$ cat config.mk
export PLATFORM = sky130hd
export DESIGN_NAME = byte_budget_lru_cache_core
export DESIGN_NICKNAME = d
export VERILOG_FILES = /design/src/hdl/bblru_pkg.sv /design/src/hdl/bblru_cfg.sv /design/src/hdl/bblru_ctrl.sv /design/src/hdl/bblru_dp.sv /design/src/hdl/byte_budget_lru_cache_core.sv
export SDC_FILE = /design/constraint.sdc
export NUM_CORES = 2
export LEC_CHECK = 0
export BUFFER_PORTS_ARGS = -buffer_cell sky130_fd_sc_hd__clkbuf_2
export CORE_ASPECT_RATIO = 0.75
export CORE_MARGIN = 4
export CORE_UTILIZATION = 40
export DETAILED_ROUTE_END_ITERATION = 16
export PLACE_DENSITY_LB_ADDON = 0.05
export SLEW_MARGIN = 20
export SYNTH_ARGS = -nofsm -noshare
export SYNTH_HDL_FRONTEND = slang
export SYNTH_SLANG_ARGS = --single-unit
export TNS_END_PERCENT = 10
$ cat constraint.sdc
create_clock -name clk -period 20.8 [get_ports clk]
set_clock_uncertainty 0.15 [all_clocks]
set_input_delay 1.04 -clock clk [delete_from_list [all_inputs] [get_ports clk]]
set_output_delay 1.04 -clock clk [all_outputs]
set_load 0.1 [all_outputs]
$ cat src/hdl/bblru_pkg.sv
// Shared types and constants for the byte-budget LRU cache core.
`default_nettype none

package bblru_pkg;

    // Configuration port geometry and register indexes.
    localparam int ADDR_W   = 4;
    localparam int DATA_W   = 64;
    localparam int LIMIT_W  = 3;
    localparam int BUDGET_W = 36;

    localparam logic REG_ENTRY_LIMIT = 1'b0;
    localparam logic REG_BYTE_BUDGET = 1'b1;

    localparam logic [LIMIT_W-1:0]  LIMIT_RESET  = 3'd4;
    localparam logic [BUDGET_W-1:0] BUDGET_RESET = 36'd134217728;

    // Result field widths.
    localparam int OUT_KEY_W = 32;
    localparam int OUT_CNT_W = 4;
    localparam int OUT_TOT_W = 36;
    localparam int SIZE_W    = 32;

    localparam logic KIND_EVICT   = 1'b0;
    localparam logic KIND_SUMMARY = 1'b1;

    typedef struct packed {
        logic [LIMIT_W-1:0]  entry_limit;
        logic [BUDGET_W-1:0] byte_budget;
    } cfg_t;

    typedef enum logic [3:0] {
        S_IDLE,
        S_LOOKUP,
        S_ROOM_RD,
        S_ROOM_EX,
        S_INSERT,
        S_TOUCH,
        S_TRIM_RD,
        S_TRIM_EX,
        S_SUMMARY
    } state_t;

    typedef struct packed {
        logic capture;
        logic lookup;
        logic insert;
        logic touch;
        logic walk_read;
        logic walk_exec;
        logic summary;
    } dp_cmd_t;

    typedef struct packed {
        logic hit;
        logic full;
        logic trim_needed;
        logic exec_ok;
        logic out_free;
    } dp_stat_t;

endpackage

`default_nettype wire

$ cat src/hdl/bblru_cfg.sv
// Configuration register file behind the APB-style port.
`default_nettype none

module bblru_cfg
    import bblru_pkg::*;
(
    input  wire logic              clk,
    input  wire logic              rst_n,
    input  wire logic              psel,
    input  wire logic              penable,
    input  wire logic              pwrite,
    input  wire logic [ADDR_W-1:0] paddr,
    input  wire logic [DATA_W-1:0] pwdata,
    output logic      [DATA_W-1:0] prdata,
    output logic                   pready,
    output cfg_t                   cfg
);

    logic [LIMIT_W-1:0]  limit_reg;
    logic [BUDGET_W-1:0] budget_reg;
    logic                wr_en;
    logic                reg_idx;

    assign pready  = 1'b1;
    assign wr_en   = psel && penable && pwrite;
    // Registers sit on 8-byte boundaries, so bit 3 selects the register.
    assign reg_idx = paddr[3];

    always_ff @(posedge clk or negedge rst_n)
    begin
        if (!rst_n)
        begin
            limit_reg  <= LIMIT_RESET;
            budget_reg <= BUDGET_RESET;
        end
        else if (wr_en)
        begin
            case (reg_idx)
                REG_ENTRY_LIMIT: limit_reg  <= pwdata[LIMIT_W-1:0];
                REG_BYTE_BUDGET: budget_reg <= pwdata[BUDGET_W-1:0];
                default:         limit_reg  <= limit_reg;
            endcase
        end
    end

    always_comb
    begin
        case (reg_idx)
            REG_ENTRY_LIMIT: prdata = DATA_W'(limit_reg);
            REG_BYTE_BUDGET: prdata = DATA_W'(budget_reg);
            default:         prdata = '0;
        endcase
    end

    assign cfg.entry_limit = limit_reg;
    assign cfg.byte_budget = budget_reg;

endmodule

`default_nettype wire

$ cat src/hdl/bblru_ctrl.sv
// Sequencing state machine for lookup, insert or touch, eviction walk and summary.
`default_nettype none

module bblru_ctrl
    import bblru_pkg::*;
(
    input  wire logic     clk,
    input  wire logic     rst_n,
    input  wire logic     in_valid,
    output logic          in_ready,
    input  wire dp_stat_t stat,
    output dp_cmd_t       cmd
);

    state_t state_reg;
    state_t state_next;

    always_ff @(posedge clk or negedge rst_n)
    begin
        if (!rst_n)
        begin
            state_reg <= S_IDLE;
        end
        else
        begin
            state_reg <= state_next;
        end
    end

    always_comb
    begin
        state_next = state_reg;
        cmd        = '0;
        in_ready   = 1'b0;
        case (state_reg)
            S_IDLE:
            begin
                in_ready = 1'b1;
                if (in_valid)
                begin
                    cmd.capture = 1'b1;
                    state_next  = S_LOOKUP;
                end
            end
            S_LOOKUP:
            begin
                cmd.lookup = 1'b1;
                state_next = S_ROOM_RD;
            end
            S_ROOM_RD:
            begin
                // A miss on a full store walks until one slot is free.
                if (stat.hit)
                begin
                    state_next = S_TOUCH;
                end
                else if (stat.full)
                begin
                    cmd.walk_read = 1'b1;
                    state_next    = S_ROOM_EX;
                end
                else
                begin
                    state_next = S_INSERT;
                end
            end
            S_ROOM_EX:
            begin
                if (stat.exec_ok)
                begin
                    cmd.walk_exec = 1'b1;
                    state_next    = S_ROOM_RD;
                end
            end
            S_INSERT:
            begin
                cmd.insert = 1'b1;
                state_next = S_TRIM_RD;
            end
            S_TOUCH:
            begin
                cmd.touch  = 1'b1;
                state_next = S_TRIM_RD;
            end
            S_TRIM_RD:
            begin
                if (stat.trim_needed)
                begin
                    cmd.walk_read = 1'b1;
                    state_next    = S_TRIM_EX;
                end
                else
                begin
                    state_next = S_SUMMARY;
                end
            end
            S_TRIM_EX:
            begin
                if (stat.exec_ok)
                begin
                    cmd.walk_exec = 1'b1;
                    state_next    = S_TRIM_RD;
                end
            end
            S_SUMMARY:
            begin
                if (stat.out_free)
                begin
                    cmd.summary = 1'b1;
                    state_next  = S_IDLE;
                end
            end
            default:
            begin
                state_next = S_IDLE;
            end
        endcase
    end

endmodule

`default_nettype wire

$ cat src/hdl/bblru_dp.sv
// Entry store, recency ranks, totals and the result register.
`default_nettype none

module bblru_dp
    import bblru_pkg::*;
#(
    parameter int MAX_ENTRIES = 8,
    parameter int KEY_BITS    = 32
)
(
    input  wire logic                 clk,
    input  wire logic                 rst_n,
    input  wire dp_cmd_t              cmd,
    output dp_stat_t                  stat,
    input  wire cfg_t                 cfg,
    input  wire logic [OUT_KEY_W-1:0] key,
    input  wire logic [SIZE_W-1:0]    size_bytes,
    input  wire logic [OUT_KEY_W-1:0] pinned_key,
    input  wire logic                 out_ready,
    output logic                      out_valid,
    output logic                      kind,
    output logic      [OUT_KEY_W-1:0] key_out,
    output logic                      hit,
    output logic      [OUT_CNT_W-1:0] entry_count,
    output logic      [OUT_TOT_W-1:0] total_bytes,
    output logic                      last
);

    localparam int KW     = (KEY_BITS < OUT_KEY_W) ? KEY_BITS : OUT_KEY_W;
    localparam int SLOT_W = $clog2(MAX_ENTRIES);
    localparam int CNT_W  = $clog2(MAX_ENTRIES + 1);
    localparam int TOT_W  = SIZE_W + CNT_W;
    localparam int CMP_W  = (TOT_W > BUDGET_W) ? TOT_W : BUDGET_W;
    localparam int LIM_CMP_W = (CNT_W > LIMIT_W) ? CNT_W : LIMIT_W;

    // Per-entry stores; keys are compared in place like a small CAM.
    logic [KW-1:0]          keys_reg [MAX_ENTRIES];
    logic [SIZE_W-1:0]      size_mem [MAX_ENTRIES];
    logic [MAX_ENTRIES-1:0] valid_reg;
    logic [MAX_ENTRIES-1:0] valid_next;
    logic [SLOT_W-1:0]      rank_reg  [MAX_ENTRIES];
    logic [SLOT_W-1:0]      rank_next [MAX_ENTRIES];
    logic [CNT_W-1:0]       count_reg;
    logic [CNT_W-1:0]       count_next;
    logic [TOT_W-1:0]       total_reg;
    logic [TOT_W-1:0]       total_next;

    // Request being worked on.
    logic [OUT_KEY_W-1:0]   key_in_reg;
    logic [SIZE_W-1:0]      size_in_reg;
    logic [KW-1:0]          pinned_reg;
    logic                   hit_reg;
    logic [SLOT_W-1:0]      hit_slot_reg;
    logic [SLOT_W-1:0]      lru_slot_reg;
    logic [KW-1:0]          lru_key_reg;
    logic                   lru_pinned_reg;
    logic [SIZE_W-1:0]      size_rd_reg;

    // Result register.
    logic                   out_valid_reg;
    logic                   kind_reg;
    logic [OUT_KEY_W-1:0]   key_out_reg;
    logic                   hit_out_reg;
    logic [OUT_CNT_W-1:0]   count_out_reg;
    logic [OUT_TOT_W-1:0]   total_out_reg;
    logic                   last_reg;

    logic [MAX_ENTRIES-1:0] match_vec;
    logic [SLOT_W-1:0]      hit_idx;
    logic [SLOT_W-1:0]      lru_idx;
    logic [SLOT_W-1:0]      free_idx;
    logic [SLOT_W-1:0]      pivot_idx;
    logic [SLOT_W-1:0]      pivot_rank;
    logic [CNT_W-1:0]       count_dec;
    logic                   promote;
    logic                   load_evict;
    logic                   out_free;

    always_comb
    begin
        hit_idx  = '0;
        lru_idx  = '0;
        free_idx = '0;
        for (int i = 0; i < MAX_ENTRIES; i++)
        begin
            match_vec[i] = valid_reg[i] && (keys_reg[i] == key_in_reg[KW-1:0]);
            if (match_vec[i])
            begin
                hit_idx = SLOT_W'(i);
            end
            if (valid_reg[i] && (rank_reg[i] == '0))
            begin
                lru_idx = SLOT_W'(i);
            end
        end
        // Lowest-numbered empty slot takes a new entry.
        for (int i = MAX_ENTRIES - 1; i >= 0; i--)
        begin
            if (!valid_reg[i])
            begin
                free_idx = SLOT_W'(i);
            end
        end
    end

    assign pivot_idx  = cmd.touch ? hit_slot_reg : lru_slot_reg;
    assign pivot_rank = rank_reg[pivot_idx];
    assign count_dec  = count_reg - CNT_W'(1);
    assign promote    = cmd.touch || (cmd.walk_exec && lru_pinned_reg);
    assign load_evict = cmd.walk_exec && !lru_pinned_reg;
    assign out_free   = !out_valid_reg || out_ready;

    // Entries above the pivot close the gap it leaves; the pivot either moves
    // to the most recent end or leaves the store.
    always_comb
    begin
        valid_next = valid_reg;
        rank_next  = rank_reg;
        count_next = count_reg;
        total_next = total_reg;
        if (cmd.insert)
        begin
            valid_next[free_idx] = 1'b1;
            rank_next[free_idx]  = count_reg[SLOT_W-1:0];
            count_next           = count_reg + CNT_W'(1);
            total_next           = total_reg + TOT_W'(size_in_reg);
        end
        if (cmd.touch || cmd.walk_exec)
        begin
            for (int i = 0; i < MAX_ENTRIES; i++)
            begin
                if (valid_reg[i] && (rank_reg[i] > pivot_rank))
                begin
                    rank_next[i] = rank_reg[i] - SLOT_W'(1);
                end
            end
            if (promote)
            begin
                rank_next[pivot_idx] = count_dec[SLOT_W-1:0];
            end
            else
            begin
                valid_next[pivot_idx] = 1'b0;
                rank_next[pivot_idx]  = '0;
                count_next            = count_dec;
                total_next            = total_reg - TOT_W'(size_rd_reg);
            end
        end
    end

    always_ff @(posedge clk or negedge rst_n)
    begin
        if (!rst_n)
        begin
            valid_reg <= '0;
            count_reg <= '0;
            total_reg <= '0;
            for (int i = 0; i < MAX_ENTRIES; i++)
            begin
                rank_reg[i] <= '0;
            end
        end
        else
        begin
            valid_reg <= valid_next;
            count_reg <= count_next;
            total_reg <= total_next;
            rank_reg  <= rank_next;
        end
    end

    always_ff @(posedge clk)
    begin
        if (cmd.insert)
        begin
            keys_reg[free_idx] <= key_in_reg[KW-1:0];
            size_mem[free_idx] <= size_in_reg;
        end
        if (cmd.walk_read)
        begin
            size_rd_reg <= size_mem[lru_idx];
        end
    end

    always_ff @(posedge clk)
    begin
        if (cmd.capture)
        begin
            key_in_reg  <= key;
            size_in_reg <= size_bytes;
            pinned_reg  <= pinned_key[KW-1:0];
        end
        if (cmd.lookup)
        begin
            hit_reg      <= |match_vec;
            hit_slot_reg <= hit_idx;
        end
        if (cmd.walk_read)
        begin
            lru_slot_reg   <= lru_idx;
            lru_key_reg    <= keys_reg[lru_idx];
            lru_pinned_reg <= (keys_reg[lru_idx] == pinned_reg);
        end
    end

    always_ff @(posedge clk or negedge rst_n)
    begin
        if (!rst_n)
        begin
            out_valid_reg <= 1'b0;
        end
        else if (load_evict || cmd.summary)
        begin
            out_valid_reg <= 1'b1;
        end
        else if (out_ready)
        begin
            out_valid_reg <= 1'b0;
        end
    end

    always_ff @(posedge clk)
    begin
        if (load_evict)
        begin
            kind_reg      <= KIND_EVICT;
            key_out_reg   <= OUT_KEY_W'(lru_key_reg);
            hit_out_reg   <= 1'b0;
            count_out_reg <= '0;
            total_out_reg <= '0;
            last_reg      <= 1'b0;
        end
        else if (cmd.summary)
        begin
            kind_reg      <= KIND_SUMMARY;
            key_out_reg   <= key_in_reg;
            hit_out_reg   <= hit_reg;
            count_out_reg <= OUT_CNT_W'(count_reg);
            total_out_reg <= OUT_TOT_W'(total_reg);
            last_reg      <= 1'b1;
        end
    end

    assign stat.hit         = hit_reg;
    assign stat.full        = (count_reg >= CNT_W'(MAX_ENTRIES));
    // A zero limit behaves as one because at least one entry always stays.
    assign stat.trim_needed = ((LIM_CMP_W'(count_reg) > LIM_CMP_W'(cfg.entry_limit))
                               || (CMP_W'(total_reg) > CMP_W'(cfg.byte_budget)))
                              && (count_reg > CNT_W'(1));
    assign stat.exec_ok     = lru_pinned_reg || out_free;
    assign stat.out_free    = out_free;

    assign out_valid   = out_valid_reg;
    assign kind        = kind_reg;
    assign key_out     = key_out_reg;
    assign hit         = hit_out_reg;
    assign entry_count = count_out_reg;
    assign total_bytes = total_out_reg;
    assign last        = last_reg;

endmodule

`default_nettype wire

$ cat src/hdl/byte_budget_lru_cache_core.sv
// Top level of the byte-budget LRU cache: config registers, controller, datapath.
//
// Channel   Direction  Handshake            Payload
// in        input      in_valid/in_ready    key, size_bytes, pinned_key
// out       output     out_valid/out_ready  kind, key_out, hit, entry_count,
//                                           total_bytes, last
// cfg       input      APB psel/penable     paddr, pwdata, prdata
//
// One request at a time: with no walk it passes lookup, room check, insert or touch,
// trim check and summary. Each walk step is a rank search with size read, then an
// evict or move; trimming takes at most one step per stored entry, after any steps
// that free a slot for a miss on a full store.
// Reset clears valid flags, ranks, entry count and byte total; no clearing pass.
// A full result register stalls the walk; in_ready returns once the summary is loaded.
`default_nettype none

module byte_budget_lru_cache_core
    import bblru_pkg::*;
#(
    parameter int MAX_ENTRIES = 8,
    parameter int KEY_BITS    = 32
)
(
    input  wire logic                 clk,
    input  wire logic                 rst_n,
    input  wire logic                 psel,
    input  wire logic                 penable,
    input  wire logic                 pwrite,
    input  wire logic [ADDR_W-1:0]    paddr,
    input  wire logic [DATA_W-1:0]    pwdata,
    output logic      [DATA_W-1:0]    prdata,
    output logic                      pready,
    input  wire logic                 in_valid,
    output logic                      in_ready,
    input  wire logic [OUT_KEY_W-1:0] key,
    input  wire logic [SIZE_W-1:0]    size_bytes,
    input  wire logic [OUT_KEY_W-1:0] pinned_key,
    output logic                      out_valid,
    input  wire logic                 out_ready,
    output logic                      kind,
    output logic      [OUT_KEY_W-1:0] key_out,
    output logic                      hit,
    output logic      [OUT_CNT_W-1:0] entry_count,
    output logic      [OUT_TOT_W-1:0] total_bytes,
    output logic                      last
);

    cfg_t     cfg;
    dp_cmd_t  cmd;
    dp_stat_t stat;

    bblru_cfg u_cfg (
        .clk     (clk),
        .rst_n   (rst_n),
        .psel    (psel),
        .penable (penable),
        .pwrite  (pwrite),
        .paddr   (paddr),
        .pwdata  (pwdata),
        .prdata  (prdata),
        .pready  (pready),
        .cfg     (cfg)
    );

    bblru_ctrl u_ctrl (
        .clk      (clk),
        .rst_n    (rst_n),
        .in_valid (in_valid),
        .in_ready (in_ready),
        .stat     (stat),
        .cmd      (cmd)
    );

    bblru_dp #(
        .MAX_ENTRIES (MAX_ENTRIES),
        .KEY_BITS    (KEY_BITS)
    ) u_dp (
        .clk         (clk),
        .rst_n       (rst_n),
        .cmd         (cmd),
        .stat        (stat),
        .cfg         (cfg),
        .key         (key),
        .size_bytes  (size_bytes),
        .pinned_key  (pinned_key),
        .out_ready   (out_ready),
        .out_valid   (out_valid),
        .kind        (kind),
        .key_out     (key_out),
        .hit         (hit),
        .entry_count (entry_count),
        .total_bytes (total_bytes),
        .last        (last)
    );

endmodule

`default_nettype wire
---- After elaboration in Yosys (flattened, before gate mapping) ----
Memory sizes are Yosys's and may differ from the RTL's. A register that Yosys moved wholly into a read port is not among the register bits.
Cells that the tools add are included.
storage, ports and cells
  input port bits ......................... 171
  memories ................................ 2
  RAM bits ................................ 512
  output and inout port bits .............. 142
  register bits ........................... 326
  word-level logic and storage cells ...... 243
memory list
  name           words  width  rd ports  clocked after memory_dff  write ports  RTL line        source
  u_dp.keys_reg  8      32     9         0                         1            bblru_dp.sv:37  logic [KW-1:0] keys_reg [MAX_ENTRIES];
  u_dp.size_mem  8      32     1         1                         1            bblru_dp.sv:38  logic [SIZE_W-1:0] size_mem [MAX_ENTRIES];
cells by class
  bitwise gates (word level) .............. 8
  reductions and logical operators ........ 58
  add/subtract/negate cells ............... 12
  equality and inequality tests ........... 21
  muxes and demuxes ....................... 92
  magnitude comparators ................... 20
operators by type and width
  operator                                             number
  equality test 32 bit                                 9
  case mux 64 bit (2 select lines)                     1
  two-way mux 36 bit                                   3
  two-way mux 3 bit                                    35
  two-way mux 24 bit                                   3
  two-way mux 32 bit                                   2
  bitwise mux 24 bit                                   2
  adder 36 x 32 -> 36 bit                              1
  greater-than comparator 36 bit                       1
  subtractor 36 x 32 -> 36 bit                         1
  logical AND 1 bit                                    32
  two-way mux 4 bit                                    8
  case mux 4 bit (8 select lines)                      1
  bitwise AND 24 bit                                   1
  greater-than comparator 3 bit                        8
  two-way mux 8 bit                                    3
  NOT 24 bit                                           1
  subtractor 3 x 1 -> 3 bit, second input constant     8
  two-way mux 1 bit                                    22
  zero test 3 bit                                      7
  demux 3 bit (select 3 bit)                           2
  equality test 4 x 3 -> 1 bit, second input constant  4
  >= comparator 4 bit, second input constant           3
  two-way mux 2 bit                                    6
  other kinds (29)                                     47

---- Logic depth before layout (Yosys ltp) ----
  depth in word-level cells ............... 20
  depth in mapped cells ................... 18
  depth with buffers taken out ............ 16

---- Cells and area by module ----
A second synthesis with hierarchy kept.
second synthesis, totals
  cell total of the unflattened synthesis .. 3,587
  area, all modules ....................... 42,447.0 um^2
by module, submodules not included
  module      cells an instance  area an instance (um^2)  times used  sequential area each (um^2)
  bblru_dp    3,394              40,027.1                 1           24,048.1
  bblru_cfg   154                2,075.7                  1           978.4
  bblru_ctrl  39                 344.1                    1           100.1

---- Least setup slack after synthesis ----
Ideal clock, no wire load.
  path type ............................... register to register
  start ................................... reg u_dp.total_reg[19]
  end ..................................... reg u_dp.lru_key_reg[0] (read register of u_dp.keys_reg), enable pin
  setup slack ............................. 13.327 ns
  clock period less this slack ............ 7.473 ns
  setup time .............................. 0.594 ns
  path buffers ............................ 0
  data required time ...................... 20.056 ns
  arrival time ............................ 6.729 ns
  cell stages (with the launch flop) ...... 9
  path through ............................ dfrtp_1 -> ha_1 -> nand4_1 -> nor4_1 -> o21ai_0 -> o2111ai_1 -> a2111oi_0 -> a21o_1 -> o31ai_1
RTL lines
  element                 RTL line         source
  from (decl)             bblru_dp.sv:45   logic [TOT_W-1:0] total_reg;
  from (signal assigned)  bblru_dp.sv:167  total_reg <= total_next;
  to (decl)               bblru_dp.sv:55   logic [KW-1:0] lru_key_reg;

---- Worst setup path after layout ----
  start ................................... reg u_dp.rank_reg[0] (netlist name)
  end ..................................... reg u_dp.lru_pinned_reg (data pin)
between the ends
  word-level cells in the longest chain between the ends .. 5
ends and longest elaborated chain
  element                   RTL line         source
  from (decl)               bblru_dp.sv:41   logic [SLOT_W-1:0] rank_reg [MAX_ENTRIES];
  from (signal assigned)    bblru_dp.sv:168  rank_reg <= rank_next;
  zero test 3 bit           bblru_dp.sv:91   if (valid_reg[i] && (rank_reg[i] == '0))
  logical AND 1 bit         bblru_dp.sv:91
  two-way mux 3 bit         bblru_dp.sv:91
  memory read (8 x 32 bit)  --
  equality test 32 bit      bblru_dp.sv:202  lru_pinned_reg <= (keys_reg[lru_idx] == pinned_reg);
  to (signal assigned)      bblru_dp.sv:202
  to (decl)                 bblru_dp.sv:56   logic lru_pinned_reg;
No other way between the ends.
A chain may end at the register's enable or synchronous reset.

==> results by stage <==
Setup path:
- The number of buffers and inverters on the critical path is 4.
- The worst setup path is captured at a flop.
- The required time of the critical path is 21,080 ps.
- The worst setup path is of the flop to flop kind.
- The most critical setup path has its startpoint at u_dp.rank_reg[0].
- The kind of cell with the highest combined delay along the critical path is simple AND/OR/NAND/NOR gates.
- The critical path goes through inv_1 > ha_1 > nand3b_1 > buf_4 > nand2_1 > nor2_4 > inv_2 > buf_4 > nor2_1 > a211oi_1 > o22ai_1 > nor4_1 > nand4_1 > nor4_1 > and4_1.
- The largest single stage delay on the critical path is 790 ps.
- The launching element type of the critical path is a flop.
- The endpoint identified for the worst register-to-register timing path is u_dp.lru_pinned_reg.
- Data arrives at the worst endpoint at 6230 ps.
- The logic depth of the worst register-to-register path is 15.
- In this run the register-to-register setup slack is 14,860 ps.
- Of all nets on the critical path, the largest fanout is 42.
- In this run the critical register-to-register path is launched from u_dp.rank_reg[0].
- Among all stages on the critical path, the largest delay is contributed by sky130_fd_sc_hd__inv_2.

Layout:
- The post-route netlist has 14.31% of its cells at a drive strength greater than 1.
- The area taken by multi-input logic gates is 16,670 um2.
- The top cell types in the final layout, fill and taps aside, are 712 x sky130_fd_sc_hd__edfxtp_1, 587 x sky130_fd_sc_hd__nand2_1, 251 x sky130_fd_sc_hd__clkbuf_2.
- The fill cell total of the finished layout is 9,853.
- The sequential cell area is 25,130 um2.
- In the final design database the tool counted 4,300 nets.
- The area growth from synthesis to layout is 14.15%.
- The library cell used most frequently in the layout, excluding fill and tap cells, is sky130_fd_sc_hd__edfxtp_1.

STA:
- The number of endpoints with negative hold slack in the final report is 0.
- Measured against its own limit, the worst slew margin works out to 14.00%.
- The max-slew violation count is 0.
- After routing, the total negative slack on setup checks comes to 0 ps.
- For this run, the top clock speed supported by timing is 168.3 MHz.
- The count of endpoints failing setup in the final report is 0.
- For the finished layout, the period the worst path requires is 5943 ps.
- Setup repair after global routing left no endpoint under its margin.
- For the pin with the worst max-slew slack, the measured transition is 1278 ps.
- The final critical path takes up 28.57% of the cycle.

Global routing:
- For this run, the total global-route usage over all layers was measured as 25.67%.
- The initial antenna violation count is 8.
- The number of global-route vias before repair is 28,950.
- The wire length of the first global-routing pass is 213,200 um.
- The remaining global-route overflow is 0.
- Entering global routing, the biggest net connects 88 pins.

Hold path:
- The worst hold path belongs to the class input pin to async pin.

Clock tree:
- The clock-pin transition on the worst setup and hold timing paths is 60 ps.
- Buffers inserted to repair hold after CTS numbered 0.
- The number of post-CTS setup repair buffers is 0.
- Once the clock tree was built, the resizer swapped 0 gates to a different size.
- The CTS buffer count is 93.
- The clock tree synthesis step divided the H-tree into 3 levels.
- The number of clock sinks is 870.
- CTS placed an instance of sky130_fd_sc_hd__clkbuf_16 at the clock tree root.
- The maximum count of clock buffers along a single path is 3.
- TritonCTS built the clock tree.
- At the later pin of the worst-skew pair, clock insertion delay measures 710 ps.

Logic synthesis:
- The synthesis-stage register bit count is 870.
- After synthesis, the mean cell area works out to 11.53 um2.
- The synthesized netlist contains 85 unique library cells.
- In the post-synthesis netlist, the biggest area contributors are sky130_fd_sc_hd__edfxtp_1 50%, sky130_fd_sc_hd__dfrtp_1 6.6%, sky130_fd_sc_hd__nand2_1 5.1%.
- The share of async-settable or async-resettable flops after synthesis is 13.33%.
- The largest total area in the synthesized netlist belongs to sky130_fd_sc_hd__edfxtp_1.
- The primary flip-flop cell chosen by synthesis mapping is sky130_fd_sc_hd__edfxtp_1.
- Summing the sequential cell areas from Yosys gives 58.49% of the chip area.
- During synthesis, Yosys emitted a total of 0 warnings.
- Yosys mapped a number of flops with a built-in enable equal to 712.
- In the synthesized netlist, the number of instances is 3,727.
- The netlist area before placement is 42,960 um2.
- The proportion of netlist area held by the largest area contributor is 49.77%.

Flow run:
- The number of violations of the max-capacitance limit is 0.

Route:
- Dividing the detail-routed via count by the number of cells gives 5.694.
- The number of DRC violations after detailed routing is 0.
- The total number of vias is 31,200.
- The DRC violation total after the first TritonRoute iteration is 4,112.
- In the detailed route, the total length drawn on met3 is 16,330 um.
- The remaining antenna violation count is 0.
- For this block, wires on met1 add up to 75,240 um.
- The routed design has 148,700 um of wire.
- The met2 routed wirelength is 54,990 um.
- The detailed router used layers up to and including met4.
- For this run, the detailed router's first-pass iteration total came to 5.
- The detail-routed net length per standard cell is 27.14 um.

Die:
- The full die area is 112,800 um2.
- The row count is 103.
- Pin placement for this block handled 313 I/O pins.
- Measured along the y axis, the die boundary spans 291.8 um.
- In this run the horizontal extent of the chip is 386.4 um.
- The placeable core region is 105,900 um2.
- The initial utilization of the core area, before any placement, comes to 40.55%.

Pwr:
- Overall power consumption after layout is estimated at 7.766 mW.
- Summed over all cells, the static leakage comes to 18.48 nW.
- IR analysis of the VDD net gives a maximum drop of 0.0001351 V.
- In this run the power density over the cells is 158.4 nW/um2.

Placement:
- At the end of routability-driven placement, the weighted congestion stood at 0.9296.
- The wire-length estimate of the detail-placed layout is 104,500 um.
- The total of buffers placed on input and output ports is 252.

Run status:
- The run finished with clean final reports.
-- worst reg2reg max path: stages, from the launching register on --
cell	delay [ps]
sky130_fd_sc_hd__dfrtp_1	440
sky130_fd_sc_hd__inv_1	150
sky130_fd_sc_hd__ha_1	390
sky130_fd_sc_hd__nand3b_1	120
sky130_fd_sc_hd__buf_4	330
sky130_fd_sc_hd__nand2_1	300
sky130_fd_sc_hd__nor2_4	70
sky130_fd_sc_hd__inv_2	790
sky130_fd_sc_hd__buf_4	680
sky130_fd_sc_hd__nor2_1	190
sky130_fd_sc_hd__a211oi_1	460
sky130_fd_sc_hd__o22ai_1	170
sky130_fd_sc_hd__nor4_1	420
sky130_fd_sc_hd__nand4_1	150
sky130_fd_sc_hd__nor4_1	340
sky130_fd_sc_hd__and4_1	530
-- kinds of logic (layout without fill, tap and decap cells) --
family / after synthesis / after routing / share of synthesized area [%]
simple gates: 1266 / 1266 / 13.81
flops: 870 / 870 / 58.49
compound gates: 666 / 666 / 10.37
xor+xnor: 329 / 329 / 6.707
buf+inv: 322 / 628 / 3.244
fa+ha+maj: 147 / 147 / 4.316
mux: 125 / 125 / 3.049
other cells: 2 / 31 / 0.01748
-- worst max path at each step --
stage	to	slack, ps	depth (start not counted)
floorplan	u_dp.lru_key_reg[0]	13330	8
global placement	u_dp.lru_pinned_reg	15050	15
detailed placement	u_dp.lru_pinned_reg	15100	14
CTS	u_dp.lru_pinned_reg	15040	14
global route	u_dp.lru_pinned_reg	14730	15
finish	u_dp.lru_pinned_reg	14860	15
-- report_power, final --
| part | total, mW | internal, mW | switching (mW) |
|---|---|---|---|
| Combinational | 3.61 | 1.13 | 2.48 |
| Sequential | 2.46 | 2.22 | 0.239 |
| Clock | 1.70 | 0.957 | 0.746 |
-- routing by layer --
metal  vias to the layer above  global-route usage, %
li1                      14190                      -
met3                       154                  7.277
met2                      1362                  31.89
met1                     15500                  43.39
met5                         -                      0
met4                         0                  3.877
-- per-stage QoR --
step	cells	hold WS, ps	util (%)	setup slack (ps)	instance area (um2)
6_report	5479	253.3	46.29	14860	49040
5_1_grt	5477	286.7	46.29	14730	49040
4_1_cts	5477	248.1	46.28	15040	49030
3_5_place_dp	5304	297.9	43.35	15100	45920
3_3_place_gp	5304	293.3	43.34	15050	45910
2_1_floorplan	3754	316.4	-	13330	43060
-- cells in the mapped netlist (13+ instances only) --
cell type	number
sky130_fd_sc_hd__a21oi_1	170
sky130_fd_sc_hd__clkbuf_1	140
sky130_fd_sc_hd__a221oi_1	36
sky130_fd_sc_hd__xor2_1	85
sky130_fd_sc_hd__and2_1	43
sky130_fd_sc_hd__nor2b_1	21
sky130_fd_sc_hd__a22oi_1	17
sky130_fd_sc_hd__buf_1	14
sky130_fd_sc_hd__buf_4	36
sky130_fd_sc_hd__a31oi_1	21
sky130_fd_sc_hd__dfrtp_1	114
sky130_fd_sc_hd__o31ai_1	13
sky130_fd_sc_hd__nand3_1	219
sky130_fd_sc_hd__a211oi_1	56
sky130_fd_sc_hd__a21o_1	49
sky130_fd_sc_hd__nand4_1	72
sky130_fd_sc_hd__o21a_1	19
sky130_fd_sc_hd__nor4_1	33
sky130_fd_sc_hd__inv_1	115
sky130_fd_sc_hd__nand2b_1	25
sky130_fd_sc_hd__a22o_1	33
sky130_fd_sc_hd__mux2i_1	78
sky130_fd_sc_hd__mux2_2	47
sky130_fd_sc_hd__o21ai_0	117
sky130_fd_sc_hd__and3_1	20
sky130_fd_sc_hd__dfxtp_1	42
sky130_fd_sc_hd__ha_1	145
sky130_fd_sc_hd__o22ai_1	26
sky130_fd_sc_hd__nor3_1	41
sky130_fd_sc_hd__xnor2_1	244
sky130_fd_sc_hd__edfxtp_1	712
sky130_fd_sc_hd__or3_1	27
sky130_fd_sc_hd__o211ai_1	16
sky130_fd_sc_hd__nor2_1	127
sky130_fd_sc_hd__nand2_1	588
-- layout make-up --
type,count,share of cell area (%)
repair buffers,338,3.901
multi-input cells,2562,34.00
inverters,117,0.9083
clock inverters,64,1.380
diodes,2,0.01021
well taps,1417,3.615
clock buffers,109,4.950
flip-flops and latches,870,51.24
Power figures use the tool's default switching activity.
